$ cat src/rtl/core/stlag_pkg.sv
`timescale 1ns / 1ps

package stlag_pkg;

  // Field widths of the words and registers.
  localparam int BOUND_W        = 16;
  localparam int STRIDE_W       = 24;
  localparam int OFFSET_W       = 32;
  localparam int TENSOR_COUNT_W = 3;
  localparam int SYMBOL_COUNT_W = 4;
  localparam int CFG_INDEX_W    = 2;
  localparam int CFG_DATA_W     = 4;

  // Command codes of an input word.
  localparam logic [2:0] CMD_WR_BOUND   = 3'd0;
  localparam logic [2:0] CMD_WR_STRIDE  = 3'd1;
  localparam logic [2:0] CMD_START      = 3'd2;
  localparam logic [2:0] CMD_STEP_OUTER = 3'd3;
  localparam logic [2:0] CMD_STEP_INNER = 3'd4;

  // Configuration register indexes.
  localparam logic [CFG_INDEX_W-1:0] CFG_TENSOR_COUNT = 2'd0;
  localparam logic [CFG_INDEX_W-1:0] CFG_SYMBOL_COUNT = 2'd1;

  typedef struct packed {
    logic [2:0]          command;
    logic [2:0]          symbol_sel;
    logic [1:0]          tensor_sel;
    logic [STRIDE_W-1:0] write_value;
  } item_t;

  typedef struct packed {
    logic [1:0]          tensor_id;
    logic [OFFSET_W-1:0] element_offset;
    logic                more;
    logic                last;
  } result_t;

  // Strobes from the controller to the datapath.
  typedef struct packed {
    logic wr_bound;
    logic wr_stride;
    logic start_clr;
    logic mark_load;
    logic idx_step;
    logic rd;
    logic mul;
    logic apply;
    logic add_mode;
    logic out_load;
    logic out_more;
    logic out_last;
  } ctrl_cmd_t;

  // Status from the datapath to the controller.
  typedef struct packed {
    logic mark_cur;
    logic wrap_cur;
    logic out_free;
  } ctrl_stat_t;

endpackage

$ cat src/rtl/core/stlag_ctrl.sv
`timescale 1ns / 1ps

module stlag_ctrl #(
  parameter int MAX_SYMBOLS = 8,
  parameter int MAX_TENSORS = 4
) (
  input  logic                                      clk,
  input  logic                                      rst,
  input  logic                                      item_valid,
  output logic                                      item_stall,
  input  logic [2:0]                                command,
  input  logic                                      cfg_valid,
  output logic                                      cfg_ready,
  input  logic [stlag_pkg::CFG_INDEX_W-1:0]         cfg_index,
  input  logic [stlag_pkg::CFG_DATA_W-1:0]          cfg_data,
  output logic [$clog2(MAX_SYMBOLS+1)-1:0]          sym,
  output logic [$clog2(MAX_TENSORS)-1:0]            ten,
  output stlag_pkg::ctrl_cmd_t                      cmd,
  input  stlag_pkg::ctrl_stat_t                     stat
);

  localparam int SYM_CW = $clog2(MAX_SYMBOLS + 1);
  localparam int TEN_IW = $clog2(MAX_TENSORS);
  localparam int TEN_CW = $clog2(MAX_TENSORS + 1);

  typedef enum logic [2:0] {
    ST_IDLE,
    ST_MARK_RD,
    ST_MARK_WR,
    ST_SCAN,
    ST_T_RD,
    ST_T_MUL,
    ST_T_APPLY,
    ST_EMIT
  } state_t;

  state_t                                   state;
  logic [stlag_pkg::TENSOR_COUNT_W-1:0]     tensor_count;
  logic [stlag_pkg::SYMBOL_COUNT_W-1:0]     symbol_count;
  logic                                     cls;
  logic                                     add_mode;
  logic                                     more;

  logic [TEN_CW-1:0] nt;
  logic [SYM_CW-1:0] ns;
  logic [TEN_IW-1:0] last_ten;
  logic [SYM_CW-1:0] sym_inc;
  logic              sym_end;
  logic              ten_last;
  logic              accept;

  // Counts clamped into the range the storage supports.
  always_comb begin
    if (tensor_count == '0) begin
      nt = TEN_CW'(1);
    end else if (int'(tensor_count) > MAX_TENSORS) begin
      nt = TEN_CW'(MAX_TENSORS);
    end else begin
      nt = TEN_CW'(tensor_count);
    end
    if (int'(symbol_count) > MAX_SYMBOLS) begin
      ns = SYM_CW'(MAX_SYMBOLS);
    end else begin
      ns = SYM_CW'(symbol_count);
    end
  end

  assign last_ten   = TEN_IW'(nt - TEN_CW'(1));
  assign sym_inc    = sym + SYM_CW'(1);
  assign sym_end    = (sym >= ns);
  assign ten_last   = (ten == last_ten);
  assign accept     = item_valid && (state == ST_IDLE);
  assign item_stall = (state != ST_IDLE);
  assign cfg_ready  = 1'b1;

  // Strobes to the datapath.
  always_comb begin
    cmd           = '0;
    cmd.wr_bound  = accept && (command == stlag_pkg::CMD_WR_BOUND);
    cmd.wr_stride = accept && (command == stlag_pkg::CMD_WR_STRIDE);
    cmd.start_clr = accept && (command == stlag_pkg::CMD_START);
    cmd.mark_load = (state == ST_MARK_WR);
    cmd.idx_step  = (state == ST_SCAN) && !sym_end && (stat.mark_cur == cls);
    cmd.rd        = (state == ST_MARK_RD) || (state == ST_T_RD);
    cmd.mul       = (state == ST_T_MUL);
    cmd.apply     = (state == ST_T_APPLY);
    cmd.add_mode  = add_mode;
    cmd.out_load  = (state == ST_EMIT) && stat.out_free;
    cmd.out_more  = more;
    cmd.out_last  = ten_last;
  end

  // Sequencer: mark pass after start, carry scan and per-tensor updates on a step.
  always_ff @(posedge clk) begin
    if (rst) begin
      state        <= ST_IDLE;
      sym          <= '0;
      ten          <= '0;
      cls          <= 1'b0;
      add_mode     <= 1'b0;
      more         <= 1'b0;
      tensor_count <= stlag_pkg::TENSOR_COUNT_W'(1);
      symbol_count <= stlag_pkg::SYMBOL_COUNT_W'(1);
    end else begin
      if (cfg_valid) begin
        case (cfg_index)
          stlag_pkg::CFG_TENSOR_COUNT: tensor_count <= cfg_data[stlag_pkg::TENSOR_COUNT_W-1:0];
          stlag_pkg::CFG_SYMBOL_COUNT: symbol_count <= cfg_data;
          default: ;
        endcase
      end
      case (state)
        ST_IDLE: begin
          if (accept) begin
            case (command)
              stlag_pkg::CMD_START: begin
                sym   <= '0;
                ten   <= last_ten;
                state <= (ns == '0) ? ST_IDLE : ST_MARK_RD;
              end
              stlag_pkg::CMD_STEP_OUTER, stlag_pkg::CMD_STEP_INNER: begin
                cls   <= (command == stlag_pkg::CMD_STEP_INNER);
                sym   <= '0;
                more  <= 1'b0;
                state <= ST_SCAN;
              end
              default: ;
            endcase
          end
        end
        ST_MARK_RD: begin
          state <= ST_MARK_WR;
        end
        ST_MARK_WR: begin
          sym   <= sym_inc;
          state <= (sym_inc >= ns) ? ST_IDLE : ST_MARK_RD;
        end
        ST_SCAN: begin
          if (sym_end) begin
            ten   <= '0;
            state <= ST_EMIT;
          end else if (stat.mark_cur != cls) begin
            sym <= sym_inc;
          end else begin
            add_mode <= !stat.wrap_cur;
            ten      <= '0;
            state    <= ST_T_RD;
          end
        end
        ST_T_RD: begin
          state <= ST_T_MUL;
        end
        ST_T_MUL: begin
          state <= ST_T_APPLY;
        end
        ST_T_APPLY: begin
          if (ten_last) begin
            ten <= '0;
            if (add_mode) begin
              more  <= 1'b1;
              state <= ST_EMIT;
            end else begin
              sym   <= sym_inc;
              state <= ST_SCAN;
            end
          end else begin
            ten   <= ten + TEN_IW'(1);
            state <= ST_T_RD;
          end
        end
        ST_EMIT: begin
          if (stat.out_free) begin
            if (ten_last) begin
              ten   <= '0;
              state <= ST_IDLE;
            end else begin
              ten <= ten + TEN_IW'(1);
            end
          end
        end
        default: state <= ST_IDLE;
      endcase
    end
  end

endmodule

$ cat src/rtl/core/stlag_datapath.sv
`timescale 1ns / 1ps

module stlag_datapath #(
  parameter int MAX_SYMBOLS = 8,
  parameter int MAX_TENSORS = 4
) (
  input  logic                               clk,
  input  logic                               rst,
  input  stlag_pkg::item_t                   item,
  input  logic [$clog2(MAX_SYMBOLS+1)-1:0]   sym,
  input  logic [$clog2(MAX_TENSORS)-1:0]     ten,
  input  stlag_pkg::ctrl_cmd_t               cmd,
  output stlag_pkg::ctrl_stat_t              stat,
  output logic                               result_valid,
  input  logic                               result_stall,
  output stlag_pkg::result_t                 result
);

  localparam int SYM_IW  = (MAX_SYMBOLS > 1) ? $clog2(MAX_SYMBOLS) : 1;
  localparam int DEPTH   = MAX_TENSORS * MAX_SYMBOLS;
  localparam int ADDR_W  = $clog2(DEPTH);
  localparam int BW      = stlag_pkg::BOUND_W;
  localparam int SW      = stlag_pkg::STRIDE_W;
  localparam int OW      = stlag_pkg::OFFSET_W;

  logic [BW-1:0]      loop_bound    [MAX_SYMBOLS];
  logic [BW-1:0]      loop_index    [MAX_SYMBOLS];
  logic [MAX_SYMBOLS-1:0] inner_mark;
  logic [OW-1:0]      tensor_offset [MAX_TENSORS];
  logic [SW-1:0]      stride_mem    [DEPTH];
  logic [DEPTH-1:0]   stride_ok;
  logic [SW-1:0]      rd_data;
  logic               rd_ok;
  logic [OW-1:0]      prod;

  logic [SYM_IW-1:0]  sym_i;
  logic [BW-1:0]      cur_bound;
  logic [BW-1:0]      cur_index;
  logic               wrap_cur;
  logic [ADDR_W-1:0]  rd_addr;
  logic [ADDR_W-1:0]  wr_addr;
  logic               stride_wr_ok;
  logic               bound_wr_ok;
  logic [SYM_IW-1:0]  wr_sym;
  logic [BW-1:0]      bound_val;
  logic [SW-1:0]      stride_val;
  logic [BW-1:0]      factor;
  logic [BW+SW-1:0]   prod_full;

  assign sym_i     = SYM_IW'(sym);
  assign cur_bound = loop_bound[sym_i];
  assign cur_index = loop_index[sym_i];
  // A counter at or past its bound minus one wraps on the next increment.
  assign wrap_cur  = ({1'b0, cur_index} + (BW+1)'(1)) >= {1'b0, cur_bound};

  assign rd_addr      = ADDR_W'(int'(ten) * MAX_SYMBOLS + int'(sym_i));
  assign wr_addr      = ADDR_W'(int'(item.tensor_sel) * MAX_SYMBOLS + int'(item.symbol_sel));
  assign bound_wr_ok  = int'(item.symbol_sel) < MAX_SYMBOLS;
  assign stride_wr_ok = bound_wr_ok && (int'(item.tensor_sel) < MAX_TENSORS);
  assign wr_sym       = SYM_IW'(item.symbol_sel);

  // Written bounds saturate high and never go below one.
  always_comb begin
    if (item.write_value > SW'(16'hFFFF)) begin
      bound_val = 16'hFFFF;
    end else if (item.write_value == '0) begin
      bound_val = BW'(1);
    end else begin
      bound_val = item.write_value[BW-1:0];
    end
  end

  // Entries never written read as zero.
  assign stride_val = rd_ok ? rd_data : '0;
  // An advance adds the stride once; a wrap takes back (bound-1) strides.
  assign factor     = cmd.add_mode ? BW'(1) : (cur_bound - BW'(1));
  assign prod_full  = (BW+SW)'(factor) * (BW+SW)'(stride_val);

  assign stat.mark_cur = inner_mark[sym_i];
  assign stat.wrap_cur = wrap_cur;
  assign stat.out_free = !result_valid || !result_stall;

  // Stride memory with a registered read port.
  always_ff @(posedge clk) begin
    if (cmd.wr_stride && stride_wr_ok) begin
      stride_mem[wr_addr] <= item.write_value;
    end
    if (cmd.rd) begin
      rd_data <= stride_mem[rd_addr];
    end
  end

  // Product register between the multiplier and the offset adders.
  always_ff @(posedge clk) begin
    if (cmd.mul) begin
      prod <= prod_full[OW-1:0];
    end
  end

  // Loop state, offsets and stride valid bits.
  always_ff @(posedge clk) begin
    if (rst) begin
      stride_ok  <= '0;
      rd_ok      <= 1'b0;
      inner_mark <= '0;
      for (int i = 0; i < MAX_SYMBOLS; i++) begin
        loop_bound[i] <= BW'(1);
        loop_index[i] <= '0;
      end
      for (int j = 0; j < MAX_TENSORS; j++) begin
        tensor_offset[j] <= '0;
      end
    end else begin
      if (cmd.wr_stride && stride_wr_ok) begin
        stride_ok[wr_addr] <= 1'b1;
      end
      if (cmd.rd) begin
        rd_ok <= stride_ok[rd_addr];
      end
      if (cmd.wr_bound && bound_wr_ok) begin
        loop_bound[wr_sym] <= bound_val;
      end
      if (cmd.start_clr) begin
        inner_mark <= '0;
        for (int i = 0; i < MAX_SYMBOLS; i++) begin
          loop_index[i] <= '0;
        end
        for (int j = 0; j < MAX_TENSORS; j++) begin
          tensor_offset[j] <= '0;
        end
      end
      if (cmd.mark_load) begin
        inner_mark[sym_i] <= (stride_val == '0);
      end
      if (cmd.idx_step) begin
        loop_index[sym_i] <= wrap_cur ? '0 : (cur_index + BW'(1));
      end
      if (cmd.apply) begin
        if (cmd.add_mode) begin
          tensor_offset[ten] <= tensor_offset[ten] + prod;
        end else begin
          tensor_offset[ten] <= tensor_offset[ten] - prod;
        end
      end
    end
  end

  // Output register: loaded when empty or when its word is taken.
  always_ff @(posedge clk) begin
    if (rst) begin
      result_valid <= 1'b0;
    end else if (cmd.out_load) begin
      result_valid <= 1'b1;
    end else if (!result_stall) begin
      result_valid <= 1'b0;
    end
  end

  always_ff @(posedge clk) begin
    if (cmd.out_load) begin
      result.tensor_id      <= 2'(ten);
      result.element_offset <= tensor_offset[ten];
      result.more           <= cmd.out_more;
      result.last           <= cmd.out_last;
    end
  end

endmodule

$ cat src/rtl/core/strided_tensor_loop_address_generator.sv
// Bound and stride writes leave the block idle, so the next word is accepted right after.
// Start runs a mark pass over the S symbols in use: one stride memory read per inner mark.
// Step: accept, then look at the symbols in turn (once more when the class runs out),
// read, multiply and apply for each of T tensors per symbol advanced or rewound,
// then hand out the T result words, waiting while the output is stalled.
// Reset is synchronous: bounds one, strides, counters, marks and offsets zero, counts 1.
`timescale 1ns / 1ps

module strided_tensor_loop_address_generator #(
  parameter int MAX_SYMBOLS = 8,
  parameter int MAX_TENSORS = 4
) (
  input  logic                                 clk,
  input  logic                                 rst,
  input  logic                                 item_valid,
  output logic                                 item_stall,
  input  stlag_pkg::item_t                     item,
  output logic                                 result_valid,
  input  logic                                 result_stall,
  output stlag_pkg::result_t                   result,
  input  logic                                 cfg_valid,
  output logic                                 cfg_ready,
  input  logic [stlag_pkg::CFG_INDEX_W-1:0]    cfg_index,
  input  logic [stlag_pkg::CFG_DATA_W-1:0]     cfg_data
);

  localparam int SYM_CW = $clog2(MAX_SYMBOLS + 1);
  localparam int TEN_IW = $clog2(MAX_TENSORS);

  logic [SYM_CW-1:0]      sym;
  logic [TEN_IW-1:0]      ten;
  stlag_pkg::ctrl_cmd_t   cmd;
  stlag_pkg::ctrl_stat_t  stat;

  // Sequencer and configuration registers.
  stlag_ctrl #(
    .MAX_SYMBOLS (MAX_SYMBOLS),
    .MAX_TENSORS (MAX_TENSORS)
  ) u_ctrl (
    .clk        (clk),
    .rst        (rst),
    .item_valid (item_valid),
    .item_stall (item_stall),
    .command    (item.command),
    .cfg_valid  (cfg_valid),
    .cfg_ready  (cfg_ready),
    .cfg_index  (cfg_index),
    .cfg_data   (cfg_data),
    .sym        (sym),
    .ten        (ten),
    .cmd        (cmd),
    .stat       (stat)
  );

  // Tables, offsets, multiplier and output register.
  stlag_datapath #(
    .MAX_SYMBOLS (MAX_SYMBOLS),
    .MAX_TENSORS (MAX_TENSORS)
  ) u_datapath (
    .clk          (clk),
    .rst          (rst),
    .item         (item),
    .sym          (sym),
    .ten          (ten),
    .cmd          (cmd),
    .stat         (stat),
    .result_valid (result_valid),
    .result_stall (result_stall),
    .result       (result)
  );

endmodule

$ cat config.mk
export PLATFORM = sky130hd
export DESIGN_NAME = strided_tensor_loop_address_generator
export DESIGN_NICKNAME = d
export VERILOG_FILES = /design/src/rtl/core/stlag_pkg.sv /design/src/rtl/core/stlag_ctrl.sv /design/src/rtl/core/stlag_datapath.sv /design/src/rtl/core/strided_tensor_loop_address_generator.sv
export SDC_FILE = /design/constraint.sdc
export NUM_CORES = 2
export LEC_CHECK = 0
export CORE_ASPECT_RATIO = 0.9
export CORE_UTILIZATION = 50
export DETAILED_ROUTE_END_ITERATION = 7
export DONT_BUFFER_PORTS = 1
export SLEW_MARGIN = 20
export SYNTH_ARGS = -nofsm -noshare
export SYNTH_HDL_FRONTEND = slang
export SYNTH_SLANG_ARGS = --single-unit
$ cat constraint.sdc
create_clock -name clk -period 13.1 [get_ports clk]
set_input_delay 1.31 -clock clk [delete_from_list [all_inputs] [get_ports clk]]
set_output_delay 1.31 -clock clk [all_outputs]
set_load 0.05 [all_outputs]
==> Yosys cells after proc, flatten, opt, wreduce, memory -nomap -nowiden <==
Memories as Yosys holds them, arrays and structs flattened. A register that Yosys moved wholly into a read port is not among the register bits.
Cells that the tools add are included.
{ "op_classes": {"add_sub_neg": 10, "multipliers": 1, "div_mod_pow": 0, "n_lt_le_gt_ge": 11, "n_eq_ne": 29, "shifts": 0, "mux": 101, "bitwise_logic": 16, "n_reduce_logical": 39} }
{ "op_table": {"columns": ["cell", "n"], "rows": [
  ["$mux 16", 14],
  ["$mux 32", 6],
  ["$logic_not 24->1", 2],
  ["$mux 3", 13],
  ["$mux 1", 36],
  ["$add 32x32->32", 1],
  ["$mul 16x24->32", 1],
  ["$or 32x32->32", 1],
  ["$reduce_or 16->1", 2],
  ["$reduce_or 32->1", 1],
  ["$sub 32x32->32", 1],
  ["$mux 4", 7],
  ["$gt 24x16->1 const B", 1],
  ["$mux 24", 1],
  ["$mux 8", 3],
  ["$pmux 3 s8", 1],
  ["$mux 2", 11],
  ["$add 16x1->17 const B", 1],
  ["$ge 17x16->1", 1],
  ["$add 16x1->16 const B", 1],
  ["$pmux 4 s4", 1],
  ["$sub 16x1->16 const B", 1],
  ["$eq 3x3->1 const B", 5],
  ["$reduce_and 5->1", 3],
  ["other kinds (45)", 92]
]} }
{ "word_totals": {"register_bits": 129, "latchBits": 0, "mem_bits_rw": 1152, "rom_bits": 0, "inputBits": 43, "output_inout_bits": 39, "elab_cells": 228, "memories": 4} }
{ "mem_list": {"columns": ["name", "words", "width", "rd", "rd_clocked_by_memory_dff", "wr", "line", "text"], "rows": [
  ["u_datapath.stride_mem", 32, 24, 1, 1, 1, "stlag_datapath.sv:30", "logic [SW-1:0] stride_mem [DEPTH];"],
  ["u_datapath.loop_bound", 8, 16, 1, 1, 8, "stlag_datapath.sv:26", "logic [BW-1:0] loop_bound [MAX_SYMBOLS];"],
  ["u_datapath.loop_index", 8, 16, 1, 1, 8, "stlag_datapath.sv:27", "logic [BW-1:0] loop_index [MAX_SYMBOLS];"],
  ["u_datapath.tensor_offset", 4, 32, 1, 1, 4, "stlag_datapath.sv:29", "logic [OW-1:0] tensor_offset [MAX_TENSORS];"]
]} }

==> Depth between registers and ports, before layout <==
{ "depth": {"word_depth": 11, "depth_mapped": 40, "mapped_depth_nobuf": 31} }

==> By module <==
A second synthesis with hierarchy kept.
{ "hier_totals": {"hier_cells": 5024, "area_unflattened_um2": 64827.2} }
{ "by_module_without_submodules": {"columns": ["mod", "instances", "cells_per_inst", "area_per_inst_um2", "seq_area_each_um2"], "rows": [
  ["stlag_datapath", 1, 4833, 63283.2, 38196.6],
  ["stlag_ctrl", 1, 191, 1544.0, 380.4]
]} }

==> Worst setup path after synthesis <==
OpenSTA, ideal clock, no wires.
{ "synth_path": {"kind": "register to register", "startpoint": "register with a tool-made name", "endpoint": "register u_datapath.prod[31], data pin", "setup_ns": 0.269, "arrival_time_ns": 9.740, "required_time_ns": 12.831, "path_slack_ns": 3.091, "stages_incl_launch_ff": 40, "n_path_buf": 8, "period_less_slack_ns": 10.009, "path_cell_list": "dfxtp_1 > buf_6 > buf_2 > buf_4 > buf_2 > buf_2 > buf_2 > mux4_2 > mux2i_1 > ha_1 > nand2_1 > or3b_1 > buf_6 > nand2b_1 > xnor2_1 > nor2_1 > clkbuf_1 > nand2_1 > [... 4 more ...] > inv_1 > fa_1 > inv_1 > fa_1 > inv_1 > fa_1 > inv_1 > ha_1 > a21o_1 > a21oi_1 > nor2b_1 > a2111oi_0 > nor4_1 > a221o_1 > o41ai_1 > o21ai_0 > a21oi_1 > xor3_1"} }
{ "synth_lines": {"columns": ["element", "line", "text"], "rows": [
  ["to (signal assigned)", "stlag_datapath.sv:96", "prod <= prod_full[OW-1:0];"],
  ["to (decl)", "stlag_datapath.sv:34", "logic [OW-1:0] prod;"]
]} }

==> flow_summary.json <==
{
  "antenna_found_initial": 4,
  "fp.coreArea_um2": 131000,
  "gr-usage-met3_pct": 5.33,
  "htree_num_levels": 4,
  "synth-compound-area-share_pct": 7.93,
  "synthArstFlopShare_pct": 0,
  "fp.dieArea_um2": 133000,
  "fin_crit_sh_pct": 78.5,
  "slew_headroom_pct": 25.0,
  "slowest_delay_ps": 940,
  "syn_inst": 5063,
  "clk-insertion-delay-late_ps": 810,
  "critPathArrivalTime_ps": 10790,
  "synth_simple_gate_area_share_pct": 10.3,
  "gr-usage-met1_pct": 38.7,
  "cts_hold_buf": 0,
  "grt_pass1_vias": 42369,
  "synthTopCellsByCount": "edfxtp_1, nor2_1, nand2_1",
  "yosys.area_share.xor_xnor_pct": 1.60,
  "synth_area_um2": 66000,
  "yosys-mux-area-fraction_pct": 6.23,
  "fin_crit_ps": 10280,
  "ys_warn_count": 0,
  "grt_busiest_layer": "met2",
  "ys.flop_type": "edfxtp_1",
  "crit_top_cell": "fa_1",
  "dr.first_iter.drc_count": 4424,
  "critPathRequiredTime_ps": 13600,
  "syn2layout_area_growth_pct": 9.98,
  "critPathBufInv": 4,
  "drt-total-wl_um": 190000,
  "synth_seq_area_share_pct": 58.6,
  "grt_pass1_wl_um": 281000,
  "worstPathMaxFanout": 52,
  "first_pass_iters": 6,
  "routedWlPerCell_um": 27.8,
  "worstSetupStartpointType": "flip-flop",
  "row_count": 126,
  "drive_gt1_share_pct": 11.1,
  "peakVddDrop_mv": 0.116,
  "gp_congestion": 0.913,
  "via_per_inst": 6.19,
  "die_w_um": 385,
  "setup_tns_ps": 0,
  "rsz0062_at_grt": "no",
  "multi_input_area_um2": 24900,
  "synth_cell_type_count": 84,
  "syn_nets": 5527,
  "cp_top_family": "adder cells",
  "clock_skew_ps": 55.8,
  "regArea_um2": 38700,
  "whs_ps": 471,
  "grt_use_total_pct": 28.7,
  "status": "completed",
  "p_per_area_nw_per_um2": 152,
  "hpwlAfterDp_um": 118000,
  "leakage_nw": 25.7,
  "cts.sinks": 1310,
  "start_util_pct": 50.4,
  "synth_edf_count": 1244,
  "root_buffer": "clkbuf_16",
  "synth_area_leaders": "edfxtp_1, fa_1, mux4_2, nor2_1, ha_1",
  "grt_overflow_total": 0,
  "fillers": 10702,
  "drc": 0,
  "synth_fa_ha_area_share_pct": 11.2,
  "synth_top_family_by_area": "adder cells",
  "critPathSlowestCell": "dfxtp_4",
  "post-route-util_pct": 55.4,
  "setup_viol": 0,
  "avgSynthCellArea_um2": 13.0,
  "cts_max_path_buffers": 3,
  "clk_pin_slew_ps": 60,
  "synth_seq_cells": 1310,
  "worstMarginPinSlew_ps": 1120,
  "nets": 5493,
  "die_y_um": 347,
  "netlist.top_cell.by_area": "edfxtp_1",
  "grt_max_degree": 111,
  "hp-class": "reg2reg",
  "cts_tree": "built",
  "setup.worst_path.end_class": "flip-flop",
  "final_hold_viol_count": 0,
  "max-cap-violations": 0,
  "vias": 42459,
  "drtAntennaViolNets": 0,
  "post_cts_buffers": 0,
  "cts_made_buffers": 137,
  "cts_resized": 0,
  "clock.fmax_mhz": 97.2,
  "synth_most_common_cell": "edfxtp_1",
  "finalMaxSlewViolations": 0,
  "io_buffers": 0,
  "synth_top_area_share_pct": 56.6,
  "grt.met2_usage_pct": 46.3,
  "num_io_pins": 82,
  "path_class": "reg2reg"
}
-- worst register-to-register path: cells and delay by family (launching register included) --
family	cells	cell delay, ps
buffers and inverters	4	200
AO/OA/AOI/OAI	9	1900
AND/OR/NAND/NOR	6	2170
XOR/XNOR	1	410
adder cells (fa/ha/maj)	7	3250
flip-flops	1	940
multiplexers	2	1140
-- placed cells by master, fill, tap and decap left out, types with 18 or more instances in the layout --
cell type,instances
o211ai_1,24
mux2i_1,80
and2_1,41
a22oi_1,115
a21o_1,35
edfxtp_1,1244
nor2b_1,20
dfxtp_1,56
ha_1,140
a21oi_1,184
o21ai_0,124
nor3_1,58
a22o_1,32
buf_4,117
inv_1,405
o31ai_1,24
nor2_4,35
nand3_1,100
clkbuf_16,138
nand2_1,415
nand4_1,30
clkinv_2,18
nor4_1,134
nand2b_1,26
xor2_1,46
mux2_2,49
a221oi_1,64
clkbuf_1,34
mux4_2,120
xnor2_1,65
nor2_1,537
clkinv_1,27
fa_1,281
and3_1,19
-- state kept, by name, summed over array words and instances (netlist names), 2 cells and up, named ones only --
| name | flops |
|---|---|
| u_ctrl.ten | 2 |
| u_datapath.rd_data | 24 |
| u_datapath.stride_ok | 32 |
| u_datapath.prod | 32 |
| u_datapath.loop_index | 128 |
| u_ctrl.tensor_count | 3 |
| u_ctrl.symbol_count | 4 |
| u_ctrl.state | 3 |
| u_datapath.inner_mark | 8 |
| u_datapath.stride_mem | 768 |
| u_datapath.result | 36 |
| u_ctrl.sym | 4 |
| u_datapath.loop_bound | 128 |
| u_datapath.tensor_offset | 128 |
-- routing by layer --
layer	up-vias	wire (um)
met1	21604	76500
met5	-	13
met3	365	16600
met2	2046	90800
li1	18442	-
met4	2	6630
-- area by class of cell --
cell class                      instances  share of cell area (%)
Timing Repair Buffer                  120                    1.30
Inverter                              407                    2.11
Antenna cell                            2                 0.00690
Multi-Input combinational cell       3053                    34.4
Clock buffer                          174                    4.97
Clock inverter                         68                   0.919
Sequential cell                      1310                    53.3
Tap cell                             1728                    2.98
-- logic make-up (layout without fill, tap and decap cells) --
group           count (synthesis)  in the layout
buf+inv                       700            769
flops                        1310           1310
compound gates                764            764
fa+ha+maj                     421            421
mux                           252            252
simple gates                 1500           1500
xor+xnor                      115            115
other cells                     1              3
-- power breakdown --
group	leakage [nW]	switching, mW	internal (mW)	total [mW]
combinational	11.3	1.59	0.817	2.41
sequential	12.2	0.0964	4.73	4.83
clock	2.08	1.67	2.09	3.76
-- through the flow --
stage | power (mW) | instance area (um2) | instances | worst slack (ps)
final | 11.0 | 72600 | 6862 | 2820
after global routing | 11.5 | 72500 | 6861 | 2240
after CTS | 11.0 | 72500 | 6859 | 2830
after detailed placement | 7.29 | 68200 | 6617 | 2830
after global placement | 7.26 | 68200 | 6616 | 2870
after floorplan | 6.54 | 66000 | 5063 | 3090
-- final timing paths --
path	end	slack (ps)	cells past startpoint	startpoint
max	u_datapath.prod[31]	2820	29	flip-flop
min	u_datapath.stride_ok[31]	470	2	u_datapath.stride_ok[31]
max reg2reg	u_datapath.prod[31]	2820	29	flip-flop
min reg2reg	u_datapath.stride_ok[31]	470	2	u_datapath.stride_ok[31]
No activity file was read; power rests on OpenSTA's default activity.
